===== src/ehb_pkg.sv =====
// Types and constants of the Ethernet/IPv4/UDP header builder.
// Used by the preparation pipeline, the byte cells and the top level.
`default_nettype none
package ehb_pkg;

   localparam int HDR_BYTES = 42;
   localparam int POS_W     = 6;
   localparam int SUM_W     = 18;
   localparam int FOLD_W    = 17;

   localparam logic [15:0] ETHERTYPE_IPV4 = 16'h0800;
   localparam logic [7:0]  IP_VER_IHL     = 8'h45;
   localparam logic [7:0]  IP_TOS         = 8'h00;
   localparam logic [15:0] IP_IDENT       = 16'h0001;
   localparam logic [15:0] IP_FRAG        = 16'h0000;
   localparam logic [7:0]  IP_TTL         = 8'd16;
   localparam logic [15:0] IP_HDR_LEN     = 16'd20;
   localparam logic [15:0] UDP_HDR_LEN    = 16'd8;
   localparam logic [15:0] UDP_CSUM       = 16'h0000;

   // Address and port fields that pass straight through to the header.
   typedef struct packed {
      logic [47:0] dest_mac;
      logic [7:0]  protocol_number;
      logic [31:0] dest_ip;
      logic [31:0] source_ip;
      logic [15:0] dest_port;
      logic [15:0] source_port;
   } addr_type;

   typedef struct packed {
      addr_type    addr;
      logic [15:0] payload_length;
   } req_type;

   // Everything needed to lay out one header.
   typedef struct packed {
      addr_type            addr;
      logic [15:0]         ip_len;
      logic [15:0]         udp_len;
      logic [FOLD_W-1:0]   csum_fold;
   } frame_type;

   typedef struct packed {
      logic [7:0]       data;
      logic [POS_W-1:0] pos;
      logic             last;
   } cell_type;

endpackage
`default_nettype wire


===== src/ehb_prep.sv =====
// Two-stage pipeline that forms the length fields and the folded IPv4 checksum sum.
// Depends on ehb_pkg.
`default_nettype none
module ehb_prep (
   input  wire logic               clock,
   input  wire logic               reset,
   input  wire logic               in_valid,
   output logic                    in_ready,
   input  wire ehb_pkg::req_type   in_req,
   output logic                    out_valid,
   input  wire logic               out_take,
   output ehb_pkg::frame_type      out_frame
);
   import ehb_pkg::*;

   logic              s1_valid_ff, s1_valid_in;
   addr_type          s1_addr_ff, s1_addr_in;
   logic [15:0]       s1_ip_len_ff, s1_ip_len_in;
   logic [15:0]       s1_udp_len_ff, s1_udp_len_in;
   logic [SUM_W-1:0]  s1_sum_a_ff, s1_sum_a_in;
   logic [SUM_W-1:0]  s1_sum_b_ff, s1_sum_b_in;
   logic              s2_valid_ff, s2_valid_in;
   frame_type         s2_frame_ff, s2_frame_in;
   logic              s1_free, s2_free;
   logic [SUM_W:0]    total;

   assign s2_free  = !s2_valid_ff || out_take;
   assign s1_free  = !s1_valid_ff || s2_free;
   assign in_ready = s1_free;

   always_comb begin
      s1_valid_in   = s1_free ? in_valid : s1_valid_ff;
      s1_addr_in    = in_req.addr;
      s1_ip_len_in  = in_req.payload_length + UDP_HDR_LEN + IP_HDR_LEN;
      s1_udp_len_in = in_req.payload_length + UDP_HDR_LEN;
      // Address words of the IPv4 header, plus the constant words and the
      // TTL/protocol word. Total length joins in the next stage.
      s1_sum_a_in   = SUM_W'(in_req.addr.source_ip[31:16]) + SUM_W'(in_req.addr.source_ip[15:0])
                    + SUM_W'(in_req.addr.dest_ip[31:16]);
      s1_sum_b_in   = SUM_W'(in_req.addr.dest_ip[15:0]) + SUM_W'({IP_TTL, in_req.addr.protocol_number})
                    + SUM_W'({IP_VER_IHL, IP_TOS}) + SUM_W'(IP_IDENT) + SUM_W'(IP_FRAG);
   end

   always_comb begin
      total       = (SUM_W+1)'(s1_sum_a_ff) + (SUM_W+1)'(s1_sum_b_ff) + (SUM_W+1)'(s1_ip_len_ff);
      s2_valid_in = s2_free ? s1_valid_ff : s2_valid_ff;
      s2_frame_in.addr      = s1_addr_ff;
      s2_frame_in.ip_len    = s1_ip_len_ff;
      s2_frame_in.udp_len   = s1_udp_len_ff;
      // First end-around fold; the second one is a single increment at load.
      s2_frame_in.csum_fold = FOLD_W'(total[15:0]) + FOLD_W'(total[SUM_W:16]);
   end

   always_ff @(posedge clock) begin
      if (reset) begin
         s1_valid_ff <= 1'b0;
         s2_valid_ff <= 1'b0;
      end else begin
         s1_valid_ff <= s1_valid_in;
         s2_valid_ff <= s2_valid_in;
      end
   end

   always_ff @(posedge clock) begin
      if (s1_free) begin
         s1_addr_ff    <= s1_addr_in;
         s1_ip_len_ff  <= s1_ip_len_in;
         s1_udp_len_ff <= s1_udp_len_in;
         s1_sum_a_ff   <= s1_sum_a_in;
         s1_sum_b_ff   <= s1_sum_b_in;
      end
      if (s2_free) begin
         s2_frame_ff <= s2_frame_in;
      end
   end

   assign out_valid = s2_valid_ff;
   assign out_frame = s2_frame_ff;

endmodule
`default_nettype wire


===== src/ehb_cell.sv =====
// One byte cell of the output shift chain: loads in parallel, shifts towards the output.
// Depends on ehb_pkg.
`default_nettype none
module ehb_cell (
   input  wire logic              clock,
   input  wire logic              reset,
   input  wire logic              shift,
   input  wire logic              load,
   input  wire ehb_pkg::cell_type load_data,
   input  wire logic              next_valid,
   input  wire ehb_pkg::cell_type next_data,
   output logic                   cell_valid,
   output ehb_pkg::cell_type      cell_data
);
   import ehb_pkg::*;

   logic     valid_ff, valid_in;
   cell_type data_ff, data_in;

   always_comb begin
      valid_in = valid_ff;
      data_in  = data_ff;
      if (load) begin
         valid_in = 1'b1;
         data_in  = load_data;
      end else if (shift) begin
         valid_in = next_valid;
         data_in  = next_data;
      end
   end

   always_ff @(posedge clock) begin
      if (reset) begin
         valid_ff <= 1'b0;
      end else begin
         valid_ff <= valid_in;
      end
   end

   always_ff @(posedge clock) begin
      data_ff <= data_in;
   end

   assign cell_valid = valid_ff;
   assign cell_data  = data_ff;

endmodule
`default_nettype wire


===== src/eth_ipv4_udp_header_builder.sv =====
// A request beat passes the prep stages and is then loaded into the byte chain.
// Throughput: one header beat per cycle while rsp_tready holds; the next request's
// header, if ready, is loaded into the byte chain in the cycle its last byte is taken,
// so frames follow one another without a gap. The chain has 42 cells, one per byte.
// Reset (synchronous, active high) empties the pipeline and chain and clears source_mac.
`default_nettype none
module eth_ipv4_udp_header_builder (
   input  wire logic         clock,
   input  wire logic         reset,
   input  wire logic         csr_wr_en,
   input  wire logic [47:0]  csr_wr_data,    // source_mac
   input  wire logic         req_tvalid,
   output logic              req_tready,
   // payload_length, source_port, dest_port, source_ip, dest_ip, protocol_number, dest_mac
   input  wire logic [167:0] req_tdata,
   output logic              rsp_tvalid,
   input  wire logic         rsp_tready,
   output logic [15:0]       rsp_tdata,      // header_byte, byte_position, 2 bits zero
   output logic              rsp_tlast       // last_byte
);
   import ehb_pkg::*;

   logic [47:0] source_mac_ff, source_mac_in;
   req_type     req;
   logic        frame_valid;
   frame_type   frame;
   logic        shift, load;
   logic [15:0] csum;
   logic [15:0] csum_sum;
   logic [7:0]  hdr [HDR_BYTES];
   logic        cvalid [HDR_BYTES+1];
   cell_type    cdata [HDR_BYTES+1];
   cell_type    ldata [HDR_BYTES];

   assign source_mac_in = csr_wr_en ? csr_wr_data : source_mac_ff;

   always_ff @(posedge clock) begin
      if (reset) begin
         source_mac_ff <= '0;
      end else begin
         source_mac_ff <= source_mac_in;
      end
   end

   always_comb begin
      req.payload_length       = req_tdata[15:0];
      req.addr.source_port     = req_tdata[31:16];
      req.addr.dest_port       = req_tdata[47:32];
      req.addr.source_ip       = req_tdata[79:48];
      req.addr.dest_ip         = req_tdata[111:80];
      req.addr.protocol_number = req_tdata[119:112];
      req.addr.dest_mac        = req_tdata[167:120];
   end

   ehb_prep u_prep (
      .clock     (clock),
      .reset     (reset),
      .in_valid  (req_tvalid),
      .in_ready  (req_tready),
      .in_req    (req),
      .out_valid (frame_valid),
      .out_take  (load),
      .out_frame (frame)
   );

   // The chain moves when the front beat is taken or empty; a new header is
   // loaded once nothing would be left behind the front cell.
   assign shift = !cvalid[0] || rsp_tready;
   assign load  = frame_valid && shift && !cvalid[1];

   assign csum_sum = frame.csum_fold[15:0] + 16'(frame.csum_fold[FOLD_W-1]);
   assign csum     = ~csum_sum;

   always_comb begin
      for (int i = 0; i < 6; i++) begin
         hdr[i]      = frame.addr.dest_mac[8*(5-i) +: 8];
         hdr[6 + i]  = source_mac_ff[8*(5-i) +: 8];
      end
      hdr[12] = ETHERTYPE_IPV4[15:8];
      hdr[13] = ETHERTYPE_IPV4[7:0];
      hdr[14] = IP_VER_IHL;
      hdr[15] = IP_TOS;
      hdr[16] = frame.ip_len[15:8];
      hdr[17] = frame.ip_len[7:0];
      hdr[18] = IP_IDENT[15:8];
      hdr[19] = IP_IDENT[7:0];
      hdr[20] = IP_FRAG[15:8];
      hdr[21] = IP_FRAG[7:0];
      hdr[22] = IP_TTL;
      hdr[23] = frame.addr.protocol_number;
      hdr[24] = csum[15:8];
      hdr[25] = csum[7:0];
      for (int i = 0; i < 4; i++) begin
         hdr[26 + i] = frame.addr.source_ip[8*(3-i) +: 8];
         hdr[30 + i] = frame.addr.dest_ip[8*(3-i) +: 8];
      end
      hdr[34] = frame.addr.source_port[15:8];
      hdr[35] = frame.addr.source_port[7:0];
      hdr[36] = frame.addr.dest_port[15:8];
      hdr[37] = frame.addr.dest_port[7:0];
      hdr[38] = frame.udp_len[15:8];
      hdr[39] = frame.udp_len[7:0];
      hdr[40] = UDP_CSUM[15:8];
      hdr[41] = UDP_CSUM[7:0];
   end

   assign cvalid[HDR_BYTES] = 1'b0;
   assign cdata[HDR_BYTES]  = '0;

   for (genvar g = 0; g < HDR_BYTES; g++) begin : g_cell
      assign ldata[g].data = hdr[g];
      assign ldata[g].pos  = POS_W'(g);
      assign ldata[g].last = (g == HDR_BYTES - 1);

      ehb_cell u_cell (
         .clock      (clock),
         .reset      (reset),
         .shift      (shift),
         .load       (load),
         .load_data  (ldata[g]),
         .next_valid (cvalid[g+1]),
         .next_data  (cdata[g+1]),
         .cell_valid (cvalid[g]),
         .cell_data  (cdata[g])
      );
   end

   assign rsp_tvalid = cvalid[0];
   assign rsp_tdata  = {2'b00, cdata[0].pos, cdata[0].data};
   assign rsp_tlast  = cdata[0].last;

endmodule
`default_nettype wire


===== config.mk =====
export PLATFORM = sky130hd
export DESIGN_NAME = eth_ipv4_udp_header_builder
export DESIGN_NICKNAME = d
export VERILOG_FILES = /design/src/ehb_pkg.sv /design/src/ehb_prep.sv /design/src/ehb_cell.sv /design/src/eth_ipv4_udp_header_builder.sv
export SDC_FILE = /design/constraint.sdc
export NUM_CORES = 2
export LEC_CHECK = 0
export BUFFER_PORTS_ARGS = -buffer_cell sky130_fd_sc_hd__clkbuf_2
export CAP_MARGIN = 10
export CORE_MARGIN = 2
export CORE_UTILIZATION = 55
export DETAILED_ROUTE_END_ITERATION = 8
export PLACE_DENSITY = 0.72
export SKIP_CTS_REPAIR_TIMING = 1
export SLEW_MARGIN = 30
export SYNTH_ARGS = -nofsm -noshare
export SYNTH_HDL_FRONTEND = slang
export SYNTH_SLANG_ARGS = --single-unit

===== constraint.sdc =====
create_clock -name clock -period 20.6 [get_ports clock]
set_clock_uncertainty 0.1 [all_clocks]
set_input_delay 1.03 -clock clock [delete_from_list [all_inputs] [get_ports clock]]
set_output_delay 1.03 -clock clock [all_outputs]
set_load 0.01 [all_outputs]

## Word level (Yosys, flattened, before mapping)

Index checks and enable logic that the tools add are counted.

| storage, ports and cells | value |
|---|---|
| register bits after elaboration | 1,113 |
| input port bits | 221 |
| output and inout bits | 19 |
| word-level logic and storage cells | 356 |

| operators by class | value |
|---|---|
| $add $sub $neg | 11 |
| multiplexer cells | 146 |
| bitwise operators | 1 |
| reductions and logical operators | 10 |

Operators with widths:

| cell | number |
|---|---|
| 2-to-1 mux 15 bit | 62 |
| 2-to-1 mux 1 bit | 84 |
| adder 18 x 18 -> 19 bit | 1 |
| adder 19 x 16 -> 19 bit | 1 |
| adder 18 x 1 -> 18 bit, second input constant | 1 |
| adder 18 x 15 -> 18 bit, second input constant | 1 |
| adder 18 x 16 -> 18 bit | 1 |
| adder 16 x 13 -> 17 bit | 1 |
| adder 16 x 16 -> 17 bit | 1 |
| adder 16 x 3 -> 17 bit | 1 |
| adder 16 x 1 -> 16 bit | 1 |
| adder 16 x 4 -> 16 bit, second input constant | 1 |
| adder 16 x 5 -> 16 bit, second input constant | 1 |
| inverter 16 bit | 1 |
| zero test 1 bit | 4 |
| logical OR 1 bit | 3 |
| logical AND 1 bit | 2 |
| nonzero test 2 bit | 1 |

## Longest topological paths before layout

| depth | value |
|---|---|
| depth after elaboration | 6 |
| depth in mapped cells | 20 |
| gate-level depth less buffers | 20 |

## By module

Synthesis repeated with hierarchy kept, for this count alone.

| unflattened totals | value |
|---|---|
| cells, all modules | 2,633 |
| area total of the unflattened synthesis | 48,709.2 µm² |

Modules (own cells, without submodules):

| module | times used | cells an instance | area each (µm²) | seq. area each (µm²) |
|---|---|---|---|---|
| ehb_cell | 42 | 37 | 725.7 | 470.5 |
| ehb_prep | 1 | 874 | 16,220.6 | 12,532.0 |
| eth_ipv4_udp_header_builder | 1 | 205 | 2,009.4 | 960.9 |

## Worst setup path after synthesis

No wires, ideal clock.

| timing | value |
|---|---|
| path type | input to output |
| start | input rsp_tready |
| end | output req_tready |
| arrival time | 18.901 ns |
| required time | 19.470 ns |
| slack | 0.569 ns |
| stages | 4 |
| buffers on the path | 1 |
| cells stage by stage | nor2b_1 clkbuf_1 o21ai_0 or2_2 |

| between the ends | value |
|---|---|
| word-level cells in the longest chain between the ends | 5 |

Ends and longest elaborated chain:

| element | RTL line | source |
|---|---|---|
| from (decl) | eth_ipv4_udp_header_builder.sv:17 | `input wire logic rsp_tready,` |
| logical OR 1 bit | eth_ipv4_udp_header_builder.sv:68 | `assign shift = !cvalid[0] \|\| rsp_tready;` |
| logical AND 1 bit (2 in a row) | eth_ipv4_udp_header_builder.sv:69 | `assign load = frame_valid && shift && !cvalid[1];` |
| logical OR 1 bit | ehb_prep.sv:27 | `assign s2_free = !s2_valid_ff \|\| out_take;` |
| named net u_prep.s2_free | ehb_prep.sv:24 | `logic s1_free, s2_free;` |
| logical OR 1 bit | ehb_prep.sv:28 | `assign s1_free = !s1_valid_ff \|\| s2_free;` |
| to (decl) | eth_ipv4_udp_header_builder.sv:13 | `output logic req_tready,` |

The timed path passes the listed nets, and every way through them passes these cells.

==> results by group <==
Outcome
  – Outcome: finished, final reports clean

Clock tree
  – Worst-path clk slew: 60 ps
  – Root Driver: clkbuf_16
  – H-tree Lvls: 3
  – Clock Sinks: 1086
  – Clock latency at the later pin of the worst-skew pair: 660 ps
  – Cts bufs inserted: between 100 and 150
  – CTS tree: done
  – Clock buffer depth: 3

Die
  – FP Rows: a little over 100
  – I/O pins: 240
  – Core Box Area: 76200 um2
  – DIE HEIGHT: 281.8 um
  – Starting Density: 55.68%
  – Chip width: 281.8 um
  – Total die area: 79380 um2

Timing
  – Setup TNS: 0 ps
  – Max-slew headroom: between 20% and 30%
  – Fmax: 211.3 MHz
  – Hold slack: 313.7 ps
  – Fin. Hold Viols: 0
  – RSZ-0062 raised after global routing: false
  – Setup ws final: 15870 ps
  – Final worst path period share: 22.97%
  – Slew Viols, Final: 0
  – Worst Tran Pin Value: 1072 ps
  – Final Critical Period: approximately 4700 ps
  – Final setup violation count: 0

Drt
  – DRT antenna net count: 0
  – Vias per cell: 5.321
  – Per-cell routed wire length: 16.53 um
  – DRT iter0 DRCs: 2347
  – DR DRC count: 0
  – Initial DRT Pass Iterations: 5
  – Routed via count: approximately 27000
  – Total wire length: 84880 um

Worst setup path
  – Critical path class: reg -> reg
  – Worst EP arrival: 5030 ps
  – Slowest stage delay, CP: 500 ps
  – CP required: 20890 ps
  – R2R Path Start: u_prep.s1_sum_a_ff[0]
  – Cells along the critical path: fa_1 > ha_1 > fa_1 > a211oi_1 > o211a_1 > o31ai_1 > o21bai_1 > a21oi_1 > o21a_1 > nor2_1 > xnor2_1 > ha_1 > a21o_1 > a21oi_1 > nor2_1 > nand2_1 > nor4b_1 > xnor2_1
  – R2r endpoint: u_prep.out_frame[15]
  – Delay-heaviest family, CP: adder cells
  – Critical path buffers and inverters: 0
  – Slowest cell on the critical path: edfxtp_1
  – Critical Path Source Type: register
  – Worst reg2reg setup slack: 15870 ps
  – WP depth: 18
  – CP max FO: 5
  – CP endpoint kind: register
  – Register-to-Register Path Depth: 18

Placement
  – Placer Congestion: 0.8342
  – Placed cell count: 4929
  – DP HPWL: 51600 um
  – Worst slack at placement: between 15000 and 20000 ps
  – Buffers added on ports: roughly 240

Logic synthesis
  – Gate Count Post-Synth: 3882
  – Number of enable flip-flop cells after synthesis: around 670
  – Avg Cell Area, Syn: about 11 um2
  – Synth cell types: 70
  – Seq/Total Area, Yosys: 66.93%
  – Seq cells post-synth: roughly 1100
  – Post-synth ARST share: 0%
  – Ys flop type: edfxtp_1
  – Yosys warns: 0
  – Cell Area, Synth: 42430 um2

Layout
  – Most frequent cells in the layout: 1224 x nand2_1, 665 x edfxtp_1, 421 x dfxtp_1
  – FF/Latch Area: about 28000 um2
  – Area delta synth->final: 12.99%
  – Fin cells: 5135
  – Final nets: 4321
  – Leading cell type in the layout, fill and taps excluded: nand2_1
  – Layout cell share with drive strength beyond 1: 10.72%
  – Multi-input gate area: 12950 um2
  – Final core area utilization: 62.91%
  – Fillcell total: between 5000 and 6000

GRT
  – Gr usage total: between 20% and 30%
  – Antenna violations before repair: 2
  – Overflow after GRT: 0
  – Vias in the first global route: 25570
  – Largest net degree at the start of global routing: about 230
  – First-pass GRT wire length: 133400 um

Worst hold path
  – Hold path start: u_prep.s1_addr_ff[31]
  – Worst Hold Endpoint: u_prep.out_frame[80]
  – Cell depth of the worst hold path: 0
  – Hold/Removal Path Class: reg -> reg

Power
  – PwrDens: ~120 nW/um2
  – Leak: 19.86 nW
  – VDD IR-drop max: 86.34 uV

Flow run
  – # Max-Cap Violations: 0
[worst register-to-register path, delay by kind of cell, from the launching register on]
family	cells	cell delay (ps)
flops	1	500
compound gates	8	1370
xor+xnor	2	230
simple gates	4	820
fa+ha+maj	4	1450
[Yosys cell counts (all sizes together) (3+ instances only)]
cell | instances | share of area, %
nor4b | 3 | 0.062
xor2 | 44 | 0.91
xnor2 | 61 | 1.3
nand2b | 14 | 0.21
a31oi | 47 | 0.69
a211o | 3 | 0.062
and3 | 35 | 0.53
nand4 | 9 | 0.13
nand3b | 4 | 0.071
ha | 68 | 2.0
buf | 28 | 0.40
o211ai | 4 | 0.071
or2 | 6 | 0.088
a21oi | 281 | 3.3
o21ai | 54 | 0.64
o31a | 3 | 0.062
nor3 | 19 | 0.22
nor2b | 8 | 0.12
fa | 21 | 0.99
and2 | 8 | 0.12
nor4 | 7 | 0.12
o21bai | 6 | 0.11
or3 | 4 | 0.059
nand2 | 1225 | 11
a211oi | 11 | 0.21
nor2 | 101 | 0.89
nand3 | 348 | 4.1
nor3b | 4 | 0.071
inv | 38 | 0.34
o21a | 12 | 0.21
clkbuf | 217 | 1.9
o31ai | 4 | 0.071
dfxtp | 421 | 20
a21o | 13 | 0.23
mux2i | 51 | 1.2
edfxtp | 665 | 47
a2111oi | 3 | 0.065
[flip-flops by register name, summed over array words and instances, names as in the netlist, 14 cells and up]
name and cells:
g_cell.u_cell.cell_data 577, g_cell.u_cell.cell_valid 42, source_mac_ff 48, u_prep.out_frame 199, u_prep.s1_addr_ff 152, u_prep.s1_ip_len_ff 14, u_prep.s1_sum_a_ff 18, u_prep.s1_sum_b_ff 18
u_prep.s1_udp_len_ff 16
[report_power, final]
group	switching (mW)	internal (mW)
Combinational	0.617	0.446
Sequential	0.177	2.77
Clock	0.802	1.17
Total	1.60	4.39
[how the worst max path moves through the flow]
stage	from	to
2_1_floorplan	rsp_tready	req_tready
3_3_place_gp	rsp_tready	g_cell[7].u_cell.cell_data[11]
3_5_place_dp	rsp_tready	g_cell[27].u_cell.cell_data[8]
4_1_cts	rsp_tready	g_cell[0].u_cell.cell_data[10]
5_1_grt	u_prep.s1_udp_len_ff[1]	u_prep.out_frame[15]
6_report	u_prep.s1_sum_a_ff[0]	u_prep.out_frame[15]
[cell type report]
class                      instances  area share [%]
inverter                          38          0.3236
timing repair buffer             263           3.205
antenna                            2         0.01044
clock inverter                    50           1.174
clock buffer                     151           6.360
multi-input combinational       2515           27.00
tap                             1030           2.688
sequential                      1086           59.23
[through the flow]
stage          area (um2)  total power, mW
6_report            47940            5.983
5_1_grt             47940            6.299
4_1_cts             47840            6.034
3_5_place_dp        44220            4.051
3_3_place_gp        44190            4.014
2_1_floorplan       42440            3.765
[routing by layer]
layer  global-route usage (%)  up-vias  share of wire (%)
met5                        0        -                  0
met4                    8.347        0                3.2
met3                    3.107      163                4.4
met2                    34.50      587                 49
met1                    28.40    12920                 43
li1                         -    13660                  -
[cell families after synthesis]
logic type	Yosys count	synth area share, %
buffers and inverters	283	2.654
DFF	1086	66.93
and+or+nand+nor	1799	17.72
AOI/OAI and AO/OA	468	6.328
muxes	51	1.203
adders and majority gates	89	2.996
xor gates and xnor gates	105	2.167
other	1	0.008838
Note: power is estimated with default switching activity, not from simulation.
